==> config.mk <==
export PLATFORM = sky130hd
export DESIGN_NAME = button_debounce_press_classifier
export DESIGN_NICKNAME = d
export VERILOG_FILES = /design/src/rtl/core/bdpc_pkg.sv /design/src/rtl/core/button_debounce_press_classifier.sv /design/src/rtl/core/bdpc_cfg_regs.sv /design/src/rtl/core/bdpc_classify.sv
export SDC_FILE = /design/constraint.sdc
export NUM_CORES = 1
export LEC_CHECK = 0
export ABC_AREA = 1
export BUFFER_PORTS_ARGS = -buffer_cell sky130_fd_sc_hd__buf_2
export CORE_MARGIN = 2
export CORE_UTILIZATION = 46
export DETAILED_ROUTE_END_ITERATION = 8
export GPL_TIMING_DRIVEN = 0
export PLACE_DENSITY = 0.67
export REMOVE_ABC_BUFFERS = 1
export SYNTH_ARGS = -nofsm -noshare
export SYNTH_HDL_FRONTEND = slang
export SYNTH_SLANG_ARGS = --single-unit
==> constraint.sdc <==
create_clock -name i_clk -period 5.55 [get_ports i_clk]
set_clock_uncertainty 0.1 [all_clocks]
set_input_delay 0 -clock i_clk [delete_from_list [all_inputs] [get_ports i_clk]]
set_output_delay 0 -clock i_clk [all_outputs]
set_load 0.03 [all_outputs]
==> src/rtl/core/bdpc_pkg.sv <==
// ----------------------------------------------------------------------------
// bdpc_pkg
// types and constants shared by the button debounce / press classifier
// ----------------------------------------------------------------------------
`default_nettype none

package bdpc_pkg;

    localparam int unsigned STAMP_W  = 32;
    localparam int unsigned THRESH_W = 16;
    localparam int unsigned CFG_IDX_W = 2;

    localparam logic [THRESH_W-1:0] DEBOUNCE_TIME_RST   = 16'd50;
    localparam logic [THRESH_W-1:0] LONG_PRESS_TIME_RST = 16'd1000;

    // configuration register indexes
    localparam logic [CFG_IDX_W-1:0] CFG_DEBOUNCE_TIME   = 2'd0;
    localparam logic [CFG_IDX_W-1:0] CFG_LONG_PRESS_TIME = 2'd1;

    typedef struct packed {
        logic               pin_level;
        logic [STAMP_W-1:0] now_ms;
    } t_in_item;

    typedef struct packed {
        logic debounced_pressed;
        logic holding;
        logic short_press;
        logic long_press;
    } t_out_item;

    typedef struct packed {
        logic [THRESH_W-1:0] debounce_time;
        logic [THRESH_W-1:0] long_press_time;
    } t_cfg;

endpackage

`default_nettype wire

==> src/rtl/core/button_debounce_press_classifier.sv <==
// ----------------------------------------------------------------------------
// button_debounce_press_classifier
// debounces polls of an active-low button and flags short and long presses
// ----------------------------------------------------------------------------
// usage:
//   input channel (i_in_valid / o_in_ready / i_in_item) takes one pin poll
//   with its millisecond stamp per transfer; the output channel
//   (o_out_valid / i_out_ready / o_out_item) returns exactly one result per
//   poll, in order.
//   the poll sits in an input register, is classified by one pass of
//   subtract-and-compare logic and lands in the result register when that
//   is empty or being drained; throughput one poll per clock while the
//   receiver takes results, as the debounce state updates once per poll.
//   the configuration channel writes one threshold per transfer and is
//   always ready; write only while no poll is in flight.
//   synchronous active-low reset clears the debounce state, empties both
//   registers and loads the threshold defaults (50 ms and 1000 ms).
//   when the receiver stalls the result holds, one more poll is held in the
//   input register, then o_in_ready drops until the result is taken.
// ----------------------------------------------------------------------------
`default_nettype none

module button_debounce_press_classifier (
    input  wire logic                           i_clk,
    input  wire logic                           i_rst_n,
    input  wire logic                           i_in_valid,
    output logic                                o_in_ready,
    input  bdpc_pkg::t_in_item                  i_in_item,
    output logic                                o_out_valid,
    input  wire logic                           i_out_ready,
    output bdpc_pkg::t_out_item                 o_out_item,
    input  wire logic                           i_cfg_valid,
    output logic                                o_cfg_ready,
    input  wire logic [bdpc_pkg::CFG_IDX_W-1:0] i_cfg_index,
    input  wire logic [bdpc_pkg::THRESH_W-1:0]  i_cfg_data
);
    import bdpc_pkg::*;

    logic      r_in_valid;
    t_in_item  r_in_item;
    logic      r_out_valid;
    t_out_item r_out_item;

    logic      w_advance;
    t_cfg      w_cfg;
    t_out_item w_result;

    // poll moves to the result register when that is empty or being drained
    assign w_advance   = r_in_valid && (!r_out_valid || i_out_ready);
    assign o_in_ready  = !r_in_valid || w_advance;
    assign o_out_valid = r_out_valid;
    assign o_out_item  = r_out_item;

    bdpc_cfg_regs u_cfg (
        .i_clk       (i_clk),
        .i_rst_n     (i_rst_n),
        .i_cfg_valid (i_cfg_valid),
        .o_cfg_ready (o_cfg_ready),
        .i_cfg_index (i_cfg_index),
        .i_cfg_data  (i_cfg_data),
        .o_cfg       (w_cfg)
    );

    bdpc_classify u_classify (
        .i_clk    (i_clk),
        .i_rst_n  (i_rst_n),
        .i_step   (w_advance),
        .i_item   (r_in_item),
        .i_cfg    (w_cfg),
        .o_result (w_result)
    );

    always_ff @(posedge i_clk) begin
        if (!i_rst_n) begin
            r_in_valid  <= 1'b0;
            r_out_valid <= 1'b0;
        end else begin
            if (o_in_ready) begin
                r_in_valid <= i_in_valid;
            end
            if (w_advance) begin
                r_out_valid <= 1'b1;
            end else if (i_out_ready) begin
                r_out_valid <= 1'b0;
            end
        end
    end

    always_ff @(posedge i_clk) begin
        if (o_in_ready && i_in_valid) begin
            r_in_item <= i_in_item;
        end
        if (w_advance) begin
            r_out_item <= w_result;
        end
    end

endmodule

`default_nettype wire

==> src/rtl/core/bdpc_cfg_regs.sv <==
// ----------------------------------------------------------------------------
// bdpc_cfg_regs
// threshold registers written over the configuration channel
// ----------------------------------------------------------------------------
`default_nettype none

module bdpc_cfg_regs (
    input  wire logic                           i_clk,
    input  wire logic                           i_rst_n,
    input  wire logic                           i_cfg_valid,
    output logic                                o_cfg_ready,
    input  wire logic [bdpc_pkg::CFG_IDX_W-1:0] i_cfg_index,
    input  wire logic [bdpc_pkg::THRESH_W-1:0]  i_cfg_data,
    output bdpc_pkg::t_cfg                      o_cfg
);
    import bdpc_pkg::*;

    t_cfg r_cfg;
    t_cfg n_cfg;

    assign o_cfg_ready = 1'b1;
    assign o_cfg       = r_cfg;

    always_comb begin
        n_cfg = r_cfg;
        if (i_cfg_valid) begin
            case (i_cfg_index)
                CFG_DEBOUNCE_TIME:   n_cfg.debounce_time   = i_cfg_data;
                CFG_LONG_PRESS_TIME: n_cfg.long_press_time = i_cfg_data;
                default:             n_cfg = r_cfg;
            endcase
        end
    end

    always_ff @(posedge i_clk) begin
        if (!i_rst_n) begin
            r_cfg.debounce_time   <= DEBOUNCE_TIME_RST;
            r_cfg.long_press_time <= LONG_PRESS_TIME_RST;
        end else begin
            r_cfg <= n_cfg;
        end
    end

endmodule

`default_nettype wire

==> src/rtl/core/bdpc_classify.sv <==
// ----------------------------------------------------------------------------
// bdpc_classify
// debounce state and press classification for one poll per step
// ----------------------------------------------------------------------------
`default_nettype none

module bdpc_classify (
    input  wire logic          i_clk,
    input  wire logic          i_rst_n,
    input  wire logic          i_step,
    input  bdpc_pkg::t_in_item i_item,
    input  bdpc_pkg::t_cfg     i_cfg,
    output bdpc_pkg::t_out_item o_result
);
    import bdpc_pkg::*;

    logic               r_stable_level;
    logic               r_hold_active;
    logic               r_long_done;
    logic [STAMP_W-1:0] r_last_stamp;
    logic [STAMP_W-1:0] r_press_stamp;

    logic               n_stable_level;
    logic               n_hold_active;
    logic               n_long_done;
    logic [STAMP_W-1:0] n_last_stamp;
    logic [STAMP_W-1:0] n_press_stamp;

    logic               w_raw;
    logic [STAMP_W-1:0] w_since_stable;
    logic [STAMP_W-1:0] w_since_press;
    logic               w_short;
    logic               w_long;

    // pin is active low
    assign w_raw          = ~i_item.pin_level;
    assign w_since_stable = i_item.now_ms - r_last_stamp;

    always_comb begin
        n_stable_level = r_stable_level;
        n_hold_active  = r_hold_active;
        n_long_done    = r_long_done;
        n_last_stamp   = r_last_stamp;
        n_press_stamp  = r_press_stamp;
        w_short        = 1'b0;
        w_long         = 1'b0;

        if (w_raw == r_stable_level) begin
            n_last_stamp = i_item.now_ms;
        end else if (w_since_stable >= {{(STAMP_W-THRESH_W){1'b0}}, i_cfg.debounce_time}) begin
            n_stable_level = w_raw;
            if (w_raw) begin
                n_hold_active = 1'b1;
                n_press_stamp = i_item.now_ms;
            end else begin
                n_hold_active = 1'b0;
                w_short       = ~r_long_done;
                n_long_done   = 1'b0;
            end
        end

        // press stamp may be taken on this very poll, then the hold time is zero
        w_since_press = i_item.now_ms - n_press_stamp;

        if (n_hold_active && !n_long_done &&
            (w_since_press >= {{(STAMP_W-THRESH_W){1'b0}}, i_cfg.long_press_time})) begin
            w_long      = 1'b1;
            n_long_done = 1'b1;
        end
    end

    assign o_result.debounced_pressed = n_stable_level;
    assign o_result.holding           = n_hold_active;
    assign o_result.short_press       = w_short;
    assign o_result.long_press        = w_long;

    always_ff @(posedge i_clk) begin
        if (!i_rst_n) begin
            r_stable_level <= 1'b0;
            r_hold_active  <= 1'b0;
            r_long_done    <= 1'b0;
            r_last_stamp   <= '0;
            r_press_stamp  <= '0;
        end else if (i_step) begin
            r_stable_level <= n_stable_level;
            r_hold_active  <= n_hold_active;
            r_long_done    <= n_long_done;
            r_last_stamp   <= n_last_stamp;
            r_press_stamp  <= n_press_stamp;
        end
    end

endmodule

`default_nettype wire

==> reports/qor.csv, run 1 <==
stage;metric;value;unit
outcome;outcome;complete, but fails checks;
outcome;violations;negative setup slack;
place;dpl.hpwl;21300;microns
power;p_clk_frac;0.316;
cells_and_area;n_fill_cell;2040;
timing;whs;0.0562;ns
clock_tree;clock_tree.root_cell;clkbuf_16;
place;dp_cells;1868;
synth;synth-warning-count;0;
power;power.density;272;nW/um^2
clock_tree;clockBufferDepth;2;
synth;synth-edff-count;37;
synth;synth.cell_area;10400;sq um
global_route;grt_use_met1;0.335;
global_route;busiest_layer;met2;
floorplanning;die_area;23800;sq um
worst_setup_path;crit_fanout;7;
floorplanning;core;22000;sq um
synth;async_flop_share;0;
global_route;grt.met2_usage;0.425;
cells_and_area;drive_above_1_share;0.156;
timing;fmax;153;MHz
detailed_routing;post-route-drc-count;0;
floorplanning;chipHeight;154;microns
floorplanning;die_w;154;microns
place;gp_congestion;0.908;
worst_hold_path;min_path_type;in2reg;
floorplanning;start_util;0.472;
cells_and_area;antenna_cells;0;
worst_setup_path;critical_path_arrival;6.64;ns
cells_and_area;final_cell_area;13000;sq um
timing;fin_ws;-1.00;ns
global_route;antenna_found_initial;1;
timing;drv_slew;0;
timing;worst_pin_slew;1.25;ns
timing;period_needed;6.55;ns
worst_setup_path;start_kind;flop;
cells_and_area;nets;1858;
synth;ys.flop_type;dfxtp_1;
power;leakage;6.51;nW
synth;ys_ff_latch;138;
global_route;grt_pass1_vias;9634;
global_route;met3_usage;0.0338;
global_route;gr-total-overflow;0;
synth;synth_area_per_cell;6.65;sq um
power;internal_power;2.23;mW
timing;period_share;1.18;
worst_setup_path;worst_path_max_delay_cell;edfxtp_1;
worst_setup_path;cp_data_required_time;5.64;ns
clock_tree;cts_tree;yes;
power;sequentialPowerShare;0.325;
clock_tree;path_clk_slew;0.06;ns
detailed_routing;avgRoutedWirePerCell;15.1;microns
detailed_routing;vias;10200;
cells_and_area;fin_cells;2002;
detailed_routing;vias_per_cell;5.11;
timing;relSlewSlack;0.167;
power;switchingPower;1.29;mW
global_route;grt_start_max_net_pins;97;
timing;hold_viol_final;0;
timing;setup_tns;-1.91;ns
clock_tree;cts_sinks;138;
synth;yosysSeqAreaShare;0.302;
job;drv_cap;0;
cells_and_area;areaGrowthSynthToFinish;25.1;%
detailed_routing;drtIter0Drc;724;
timing;rsz0062_at_grt;yes;
synth;synth_cell_type_count;42;
detailed_routing;ant_nets;0;
clock_tree;clkLatencyLatePin;0.43;ns
power;p_sw_frac;0.367;
power;combPwrFrac;0.359;
worst_setup_path;crit_path_frequent_cell;nand2_1;
power;total_power;3.53;mW
floorplanning;rows;54;
floorplanning;ios;63;
clock_tree;htree_levels;4;
detailed_routing;wl;30200;microns
synth;netlist_instances;1559;
timing;setup_viol;2;
worst_setup_path;crit_path_end_kind;flop;
place;io_buffer_count;61;
global_route;grt_pass1_wl;47600;microns
global_route;grt_usage;0.253;
worst_setup_path;worstSetupPathType;reg2reg;
worst_setup_path;crit_path_max_incr_delay;0.54;ns
power;ir_worst_vdd;0.228;mV
place;dpl-instance-area;10900;sq um
clock_tree;cts_buffers;17;
detailed_routing;firstDrtPassIters;5;
-- layout by cell type (no fill, tap or decap), types with 34 or more instances in the layout --
master,count
a21oi_1,117
buf_2,60
buf_4,37
dfxtp_1,101
dlygate4sd3_1,57
edfxtp_1,37
ha_1,73
inv_1,289
nand2_1,405
nand3_1,49
nor2_1,103
o211ai_1,34
o21ai_0,90
-- worst max-delay path, delay by kind of cell, from the launching register on --
family          cells  cell delay (ns)
mux                 1             0.27
compound gates      7             1.19
buf+inv             7             0.57
xor+xnor            2             0.37
flops               1             0.54
fa+ha+maj           4             1.16
simple gates       21             2.11
-- cells by family after synthesis --
family / after synthesis / synth area share
and+or+nand+nor: 653 / 0.261
muxes: 24 / 0.0232
AOI/OAI and AO/OA: 280 / 0.148
other: 1 / 0.000362
buffers and inverters: 338 / 0.124
xor gates and xnor gates: 32 / 0.0270
adders and majority gates: 93 / 0.114
DFF: 138 / 0.302
-- final timing paths --
kind                                                   from  slack, ns  cells after the start                     endpoint
worst max register to register                 r_in_item[9]      -1.00                     42                o_out_item[0]
worst min-delay path                         i_cfg_index[0]       0.06                      5               u_cfg.o_cfg[5]
worst min register to register  u_classify.r_last_stamp[15]       0.36                      2  u_classify.r_last_stamp[15]
worst max-delay path                           r_in_item[9]      -1.00                     42                o_out_item[0]
-- registers in the layout (all words and copies together), names as in the netlist --
name and flops:
u_classify.r_last_stamp 32, r_in_item 33, u_classify.r_stable_level 1, o_out_item 4
u_classify.r_press_stamp 32, u_cfg.o_cfg 32, r_in_valid 1, u_classify.r_hold_active 1
o_out_valid 1, u_classify.r_long_done 1
-- synth_stat cells (15+ instances only) --
cell	count	share of area
nand2_1	428	0.15
inv_1	301	0.11
a21oi_1	127	0.061
nor2_1	111	0.040
dfxtp_1	101	0.20
o21ai_0	96	0.046
ha_1	91	0.11
nand3_1	56	0.027
edfxtp_1	37	0.11
o211ai_1	34	0.025
clkbuf_1	26	0.0094
xor2_1	26	0.022
mux2i_1	24	0.023
nand2_2	15	0.0091
-- through the flow --
step | worst slack (ns) | util
6_report | -1.00 | 0.591
5_1_grt | -1.43 | 0.591
4_1_cts | -1.05 | 0.576
3_5_place_dp | -2.66 | 0.496
3_3_place_gp | -2.57 | 0.495
2_1_floorplan | -0.952 | -
-- layout make-up --
type                    count  area (sq um)  area share
multi-input cells        1085          6520       0.503
flip-flops and latches    138          3130       0.242
repair buffers            162          1250      0.0962
inverters                 305          1150      0.0884
clock buffers              18           450      0.0347
well taps                 280           350      0.0270
clock inverters            14           125     0.00965
-- power by group through the flow --
stage	registers, mW	clock network, mW	logic [mW]
after floorplan	1.15	0	0.772
after global placement	1.16	0	1.01
after detailed placement	1.16	0	1.03
after CTS	1.14	1.13	1.17
after global routing	1.15	1.17	1.42
final	1.15	1.12	1.26
-- per-layer routing --
metal  part of all wire  up-vias
met2               0.47      236
met1               0.46     4669
met5                  0        -
met4              0.025        0
li1                   -     5272
met3              0.046       49
-- repair_timing --
item / in CTS / in global routing
hold endpoints to repair: 67 / 0
pin swaps: 48 / 52
buffers inserted: 32 / 11
setup endpoints to repair: 2 / 2
hold buffers: 57 / 0
resized for setup: 80 / 49
cloned: 2 / 0
No activity file was read; power rests on OpenSTA's default activity.
==> inputs of run 2 (changes only) <==
Settings changed: PLACE_DENSITY 0.67 to 0.66, SYNTH_HIERARCHICAL set to 1.
==> run 2 against run 1 <==
  * Critical path type unchanged
  * Non-clock buffer count up 57
  * Sequential cell count unchanged
  * Clock power about the same
  * First-iteration DRC count up 24%
  * The flow still finishes with violations (negative setup slack)
==> reports/qor.csv, run 2 <==
stage;metric;value;unit
synth;synth_compound_area_frac;0.123;
detailed_routing;avgRoutedWirePerCell;15.3;microns
cells_and_area;final_cell_mix;432 x nand2_1, 304 x inv_1, 126 x nor2_1;
cells_and_area;final_common_cell;nand2_1;
cells_and_area;areaGrowthSynthToFinish;32.0;%
floorplanning;chipHeight;158;microns
cells_and_area;final_cell_area;14400;sq um
worst_setup_path;reg2reg_to;o_out_item[0];
global_route;grt_pass1_vias;10400;
worst_setup_path;crit_path_end_kind;flop;
place;dpl-instance-area;11500;sq um
timing;setup_tns;-2.65;ns
synth;netlist_instances;1667;
synth;synth_cell_type_count;47;
synth;yosys.area_share.simple;0.301;
clock_tree;cts_tree;yes;
power;internal_power;2.41;mW
power;leakage;7.21;nW
cells_and_area;antenna_cells;0;
synth;synth-warning-count;6;
synth;synth_most_common_cell;nand2_1;
timing;whs;0.0563;ns
synth;async_flop_share;0;
place;io_buffer_count;61;
cells_and_area;nets;2013;
outcome;violations;negative setup slack;
detailed_routing;wl;33600;microns
worst_setup_path;worstSetupPathType;reg2reg;
clock_tree;htree_levels;4;
power;combPwrFrac;0.402;
synth;synth_common_cells;468 x nand2_1, 315 x inv_1, 136 x nor2_1;
timing;worst_pin_slew;1.15;ns
floorplanning;core;23400;sq um
detailed_routing;ant_nets;0;
place;dpl.hpwl;22600;microns
place;gp_congestion;0.925;
worst_setup_path;cp_data_required_time;5.61;ns
worst_setup_path;crit_path_max_incr_delay;0.55;ns
global_route;grt_pass1_wl;50900;microns
synth;synthMuxAreaShare;0.0220;
cells_and_area;drive_above_1_share;0.198;
floorplanning;ios;63;
timing;relSlewSlack;0.232;
floorplanning;die_w;158;microns
clock_tree;path_clk_slew;0.07;ns
clock_tree;clock_tree.root_cell;clkbuf_16;
timing;period_share;1.24;
worst_setup_path;rr_worst_depth;46;
cells_and_area;top_register;r_in_item;
detailed_routing;drtIter0Drc;899;
worst_setup_path;cp.buffers_inverters;4;
synth;yosysTopAreaCellShare;0.185;
cells_and_area;n_fill_cell;2047;
floorplanning;start_util;0.466;
synth;yosys.area.top_type;dfxtp_1;
global_route;grt_start_max_net_pins;63;
synth;ys.flop_type;dfxtp_1;
synth;synthXorXnorAreaFrac;0.0273;
cells_and_area;postLayoutCoreUtil;0.616;
worst_setup_path;critPathTopFamily;simple AND/OR/NAND/NOR gates;
power;p_clk_frac;0.299;
timing;setup_viol;2;
worst_setup_path;crit_path_frequent_cell;nand2_2;
worst_setup_path;reg2reg_slack;-1.34;ns
worst_hold_path;hold_path_depth;3;
worst_setup_path;start_kind;flop;
timing;fin_ws;-1.34;ns
timing;rsz0062_at_grt;yes;
power;p_sw_frac;0.373;
timing;fmax;145;MHz
worst_hold_path;min_path_type;in2reg;
worst_setup_path;worst_path_max_delay_cell;edfxtp_1;
worst_setup_path;critical_path_arrival;6.96;ns
synth;synth_area_leaders;dfxtp_1 19%, nand2_1 16%, inv_1 11%;
power;switchingPower;1.44;mW
global_route;gr-total-overflow;0;
clock_tree;clockBufferDepth;2;
clock_tree;clkLatencyLatePin;0.43;ns
clock_tree;cts_sinks;138;
worst_hold_path;holdPathEnd;u_cfg/o_cfg[20];
timing;drv_slew;0;
detailed_routing;post-route-drc-count;0;
synth;synth_area_per_cell;6.55;sq um
cells_and_area;largest_reg_flops;33;
worst_setup_path;crit_fanout;6;
timing;hold_viol_final;0;
synth;yosysSeqAreaShare;0.287;
detailed_routing;vias_per_cell;5.17;
power;sequentialPowerShare;0.299;
floorplanning;die_area;25000;sq um
synth;synth-edff-count;37;
worst_hold_path;holdCritStartpoint;i_cfg_valid;
power;ir_worst_vdd;0.197;mV
synth;synth.cell_area;10900;sq um
timing;period_needed;6.89;ns
synth;ys_ff_latch;138;
power;power.density;267;nW/um^2
synth;synth_top_family_by_area;simple AND/OR/NAND/NOR gates;
synth;synth-adder-area-share;0.108;
job;drv_cap;0;
global_route;grt_usage;0.262;
detailed_routing;firstDrtPassIters;5;
floorplanning;rows;56;
detailed_routing;vias;11400;
global_route;antenna_found_initial;0;
clock_tree;cts_buffers;17;
worst_setup_path;r2r_start;r_in_item[7];
outcome;outcome;complete, but fails checks;
-- run 2: changes by cell type in the layout (fill, tap and decap cells not counted), sizes merged, moves of 13 or more --
cell / before / now
buf: 105 / 149
dlygate4sd3: 57 / 70
inv: 314 / 331
nand2: 445 / 485
nand3: 64 / 91
nor2: 116 / 146
o21ai: 100 / 68
-- run 2: routing by layer --
layer	wire length, microns	track usage	share of wire
met1	15000	0.342	0.45
met2	16200	0.453	0.48
met3	1440	0.0334	0.043
met4	928	0.0755	0.028
met5	0	0	0
-- run 2: worst max-delay path by stage --
| stage | from | end | cells past startpoint |
|---|---|---|---|
| after global placement | r_in_item[8] | o_out_item[0] | 47 |
| after floorplan | r_in_item[10] | o_out_item[0] | 48 |
| after detailed placement | r_in_item[9] | o_out_item[0] | 48 |
| final | r_in_item[7] | o_out_item[0] | 46 |
| after CTS | r_in_item[8] | o_out_item[0] | 46 |
| after global routing | r_in_item[8] | o_out_item[0] | 40 |
-- run 2: logic make-up (layout without fill, tap and decap cells) --
| group | Yosys count | after routing |
|---|---|---|
| muxes | 24 | 24 |
| other | 1 | 1 |
| adders and majority gates | 93 | 93 |
| xor gates and xnor gates | 34 | 34 |
| DFF | 138 | 138 |
| buffers and inverters | 367 | 575 |
| and+or+nand+nor | 768 | 770 |
| AOI/OAI and AO/OA | 242 | 242 |
-- run 2: final cells by class --
type	instances	area [sq um]	share of cell area
multi-input cells	1164	7280	0.506
clock buffers	19	458	0.0318
flip-flops and latches	138	3130	0.217
well taps	319	399	0.0277
repair buffers	219	1780	0.124
inverters	324	1220	0.0849
clock inverters	13	126	0.00877
-- run 2: power by group through the flow --
| stage | clock (mW) | sequential, mW | combinational [mW] |
|---|---|---|---|
| 3_3_place_gp | 0 | 1.17 | 1.09 |
| 2_1_floorplan | 0 | 1.15 | 0.828 |
| 3_5_place_dp | 0 | 1.17 | 1.12 |
| 5_1_grt | 1.21 | 1.16 | 1.70 |
| 6_report | 1.15 | 1.15 | 1.55 |
| 4_1_cts | 1.17 | 1.15 | 1.30 |
-- run 2: metrics by stage --
stage,power [mW],cells,worst slack [ns]
after floorplan,1.98,1624,-1.04
after global placement,2.26,2004,-2.78
after CTS,3.62,2151,-1.27
after global routing,4.07,2196,-1.57
after detailed placement,2.29,2008,-2.80
final,3.85,2196,-1.34
-- run 2: worst register-to-register path, delay by kind of cell, from the launching register on --
| kind | cells | cell delay (ns) |
|---|---|---|
| AOI/OAI and AO/OA | 8 | 1.16 |
| buffers and inverters | 4 | 0.29 |
| xor gates and xnor gates | 2 | 0.41 |
| and+or+nand+nor | 27 | 2.73 |
| adders and majority gates | 5 | 1.40 |
| DFF | 1 | 0.55 |
-- run 2: what timing repair did --
item,4_1_cts,5_1_grt
hold buffers,70,0
hold endpoints to repair,73,0
gates cloned,2,0
pin swaps,50,77
buffers inserted,39,45
setup endpoints to repair,2,2
gates resized for setup,92,93
==> inputs of run 3 (changes only) <==
Settings changed: ABC_AREA 1 to 0, PLACE_DENSITY 0.66 to 0.67.
==> run 3 against run 2 <==
  * The flow still finishes with violations (negative setup slack)
  * Sequential cell count did not move
  * Wire length fell by 13%
  * Synthesized cell count fell by 26%
  * Highest routed layer unchanged
==> reports/qor.csv, run 3 <==
stage;metric;value;unit
synth;synth_area_per_cell;8.37;sq um
detailed_routing;post-route-drc-count;0;
synth;yosys.area.top_type;dfxtp_1;
synth;synth-edff-count;37;
timing;whs;0.172;ns
floorplanning;die_w;154;microns
floorplanning;chipHeight;154;microns
worst_setup_path;reg2reg_slack;-3.87;ns
clock_tree;cts_buffers;17;
global_route;grt_pass1_vias;8978;
floorplanning;die_area;23800;sq um
synth;netlist_instances;1239;
cells_and_area;nets;1531;
worst_setup_path;worst_path_max_delay_cell;fa_2;
timing;worst_pin_slew;1.29;ns
job;drv_cap;0;
worst_hold_path;min_path_type;in2reg;
timing;fin_ws;-3.87;ns
worst_hold_path;holdPathEnd;r_in_item[25];
synth;yosysSeqAreaShare;0.302;
detailed_routing;vias_per_cell;5.76;
outcome;violations;negative setup slack;
clock_tree;clock_tree.root_cell;clkbuf_16;
detailed_routing;ant_nets;0;
timing;rsz0062_at_grt;yes;
clock_tree;cts_tree;yes;
worst_hold_path;holdCritStartpoint;i_in_item[25];
cells_and_area;areaGrowthSynthToFinish;24.3;%
floorplanning;ios;63;
global_route;grt_usage;0.242;
synth;synth_most_common_cell;nand2_1;
place;gp_congestion;0.905;
cells_and_area;final_cell_mix;200 x nand2_1, 101 x dfxtp_1, 85 x inv_1;
worst_setup_path;crit_fanout;6;
clock_tree;cts_sinks;138;
timing;hold_viol_final;0;
worst_setup_path;start_kind;flop;
synth;ys_ff_latch;138;
global_route;grt_start_max_net_pins;62;
timing;period_needed;9.42;ns
global_route;antenna_found_initial;0;
power;leakage;5.43;nW
clock_tree;path_clk_slew;0.07;ns
worst_setup_path;worstSetupPathType;reg2reg;
cells_and_area;postLayoutCoreUtil;0.587;
cells_and_area;n_fill_cell;1885;
synth;synth_area_leaders;dfxtp_1 20%, ha_1 11%, edfxtp_1 11%;
worst_setup_path;crit_path_end_kind;flop;
timing;setup_viol;2;
detailed_routing;vias;9645;
floorplanning;rows;54;
synth;async_flop_share;0;
place;io_buffer_count;61;
worst_setup_path;cp_data_required_time;5.77;ns
power;power.density;261;nW/um^2
cells_and_area;top_register;r_in_item;
timing;relSlewSlack;0.137;
detailed_routing;drtIter0Drc;908;
clock_tree;clkLatencyLatePin;0.43;ns
worst_setup_path;r2r_start;r_in_item[1];
timing;drv_slew;0;
synth;ys.flop_type;dfxtp_1;
detailed_routing;wl;29200;microns
cells_and_area;fin_cells;1675;
floorplanning;start_util;0.472;
worst_setup_path;reg2reg_to;u_classify/r_long_done;
global_route;grt_pass1_wl;46000;microns
global_route;gr-total-overflow;0;
place;dpl.hpwl;19800;microns
cells_and_area;largest_reg_flops;33;
cells_and_area;drive_above_1_share;0.167;
clock_tree;htree_levels;4;
worst_setup_path;rr_worst_depth;44;
power;ir_worst_vdd;0.231;mV
synth;synth-warning-count;6;
synth;synth_cell_type_count;84;
synth;synth_common_cells;202 x nand2_1, 101 x dfxtp_1, 91 x ha_1;
synth;yosysTopAreaCellShare;0.195;
floorplanning;core;22000;sq um
worst_setup_path;critical_path_arrival;9.64;ns
timing;period_share;1.70;
cells_and_area;antenna_cells;0;
outcome;outcome;complete, but fails checks;
detailed_routing;avgRoutedWirePerCell;17.4;microns
place;dp_cells;1529;
synth;synth.cell_area;10400;sq um
detailed_routing;firstDrtPassIters;8;
cells_and_area;final_common_cell;nand2_1;
clock_tree;clockBufferDepth;2;
worst_setup_path;crit_path_max_incr_delay;0.41;ns
timing;fmax;106;MHz
worst_hold_path;hold_path_depth;2;
-- run 3: power by group --
group,internal [mW],leakage (nW),switching [mW]
sequential,1.09,1.18,0.0467
clock,0.660,0.302,0.516
combinational,0.470,3.94,0.587
total,2.22,5.43,1.15
-- run 3: what timing repair did --
item / in CTS / in global routing
hold buffers: 60 / 0
hold endpoints to repair: 80 / 0
resized for setup: 55 / 28
setup buffers: 35 / 19
setup endpoints to repair: 22 / 2
cloned: 0 / 0
pin swaps: 47 / 42
-- run 3: cell type report --
class	count	area, sq um	share of cell area
clock buffers	20	489	0.0380
repair buffers	180	1450	0.112
well taps	280	350	0.0272
clock inverters	12	114	0.00884
multi-input cells	957	7020	0.545
flip-flops and latches	138	3130	0.243
inverters	88	334	0.0259
-- run 3: through the flow --
step | total power, mW | cell area (sq um) | setup slack [ns] | TNS [ns]
3_5_place_dp | 2.02 | 10900 | -5.55 | -12.00
4_1_cts | 3.31 | 12600 | -3.77 | -7.51
5_1_grt | 3.54 | 12900 | -4.17 | -8.34
3_3_place_gp | 2.00 | 10700 | -5.80 | -73.43
2_1_floorplan | 1.79 | 10100 | -3.70 | -7.30
6_report | 3.37 | 12900 | -3.87 | -7.75
-- run 3: layer usage --
layer	track usage	routed length (microns)	vias to the layer above
met3	0.0400	1830	69
li1	-	-	4715
met4	0.0903	846	0
met1	0.332	13500	4547
met2	0.384	13000	314
met5	0	0	-
-- run 3: worst max-delay path by stage --
| stage | from | end | slack [ns] | cells after the start |
|---|---|---|---|---|
| global placement | r_in_item[9] | o_out_item[0] | -5.80 | 39 |
| CTS | r_in_item[0] | o_out_item[0] | -3.77 | 45 |
| detailed placement | r_in_item[9] | o_out_item[0] | -5.55 | 42 |
| finish | r_in_item[1] | u_classify/r_long_done | -3.87 | 44 |
| global route | r_in_item[1] | o_out_item[0] | -4.17 | 43 |
| floorplan | r_in_item[9] | o_out_item[0] | -3.70 | 39 |
-- run 3: cells by family after synthesis --
group | count (synthesis) | synth area share
multiplexers | 57 | 0.0550
flip-flops | 138 | 0.302
other | 1 | 0.000362
AO/OA/AOI/OAI | 336 | 0.229
adder cells (fa/ha/maj) | 96 | 0.117
buffers and inverters | 144 | 0.0586
AND/OR/NAND/NOR | 423 | 0.201
XOR/XNOR | 44 | 0.0372
-- run 3: worst max-delay path: cells and delay by family, from the launching register on --
kind / cells / cell delay, ns
mux: 1 / 0.26
xor+xnor: 2 / 0.37
compound gates: 19 / 3.81
buf+inv: 6 / 0.89
simple gates: 11 / 1.95
fa+ha+maj: 5 / 1.54
flops: 1 / 0.40
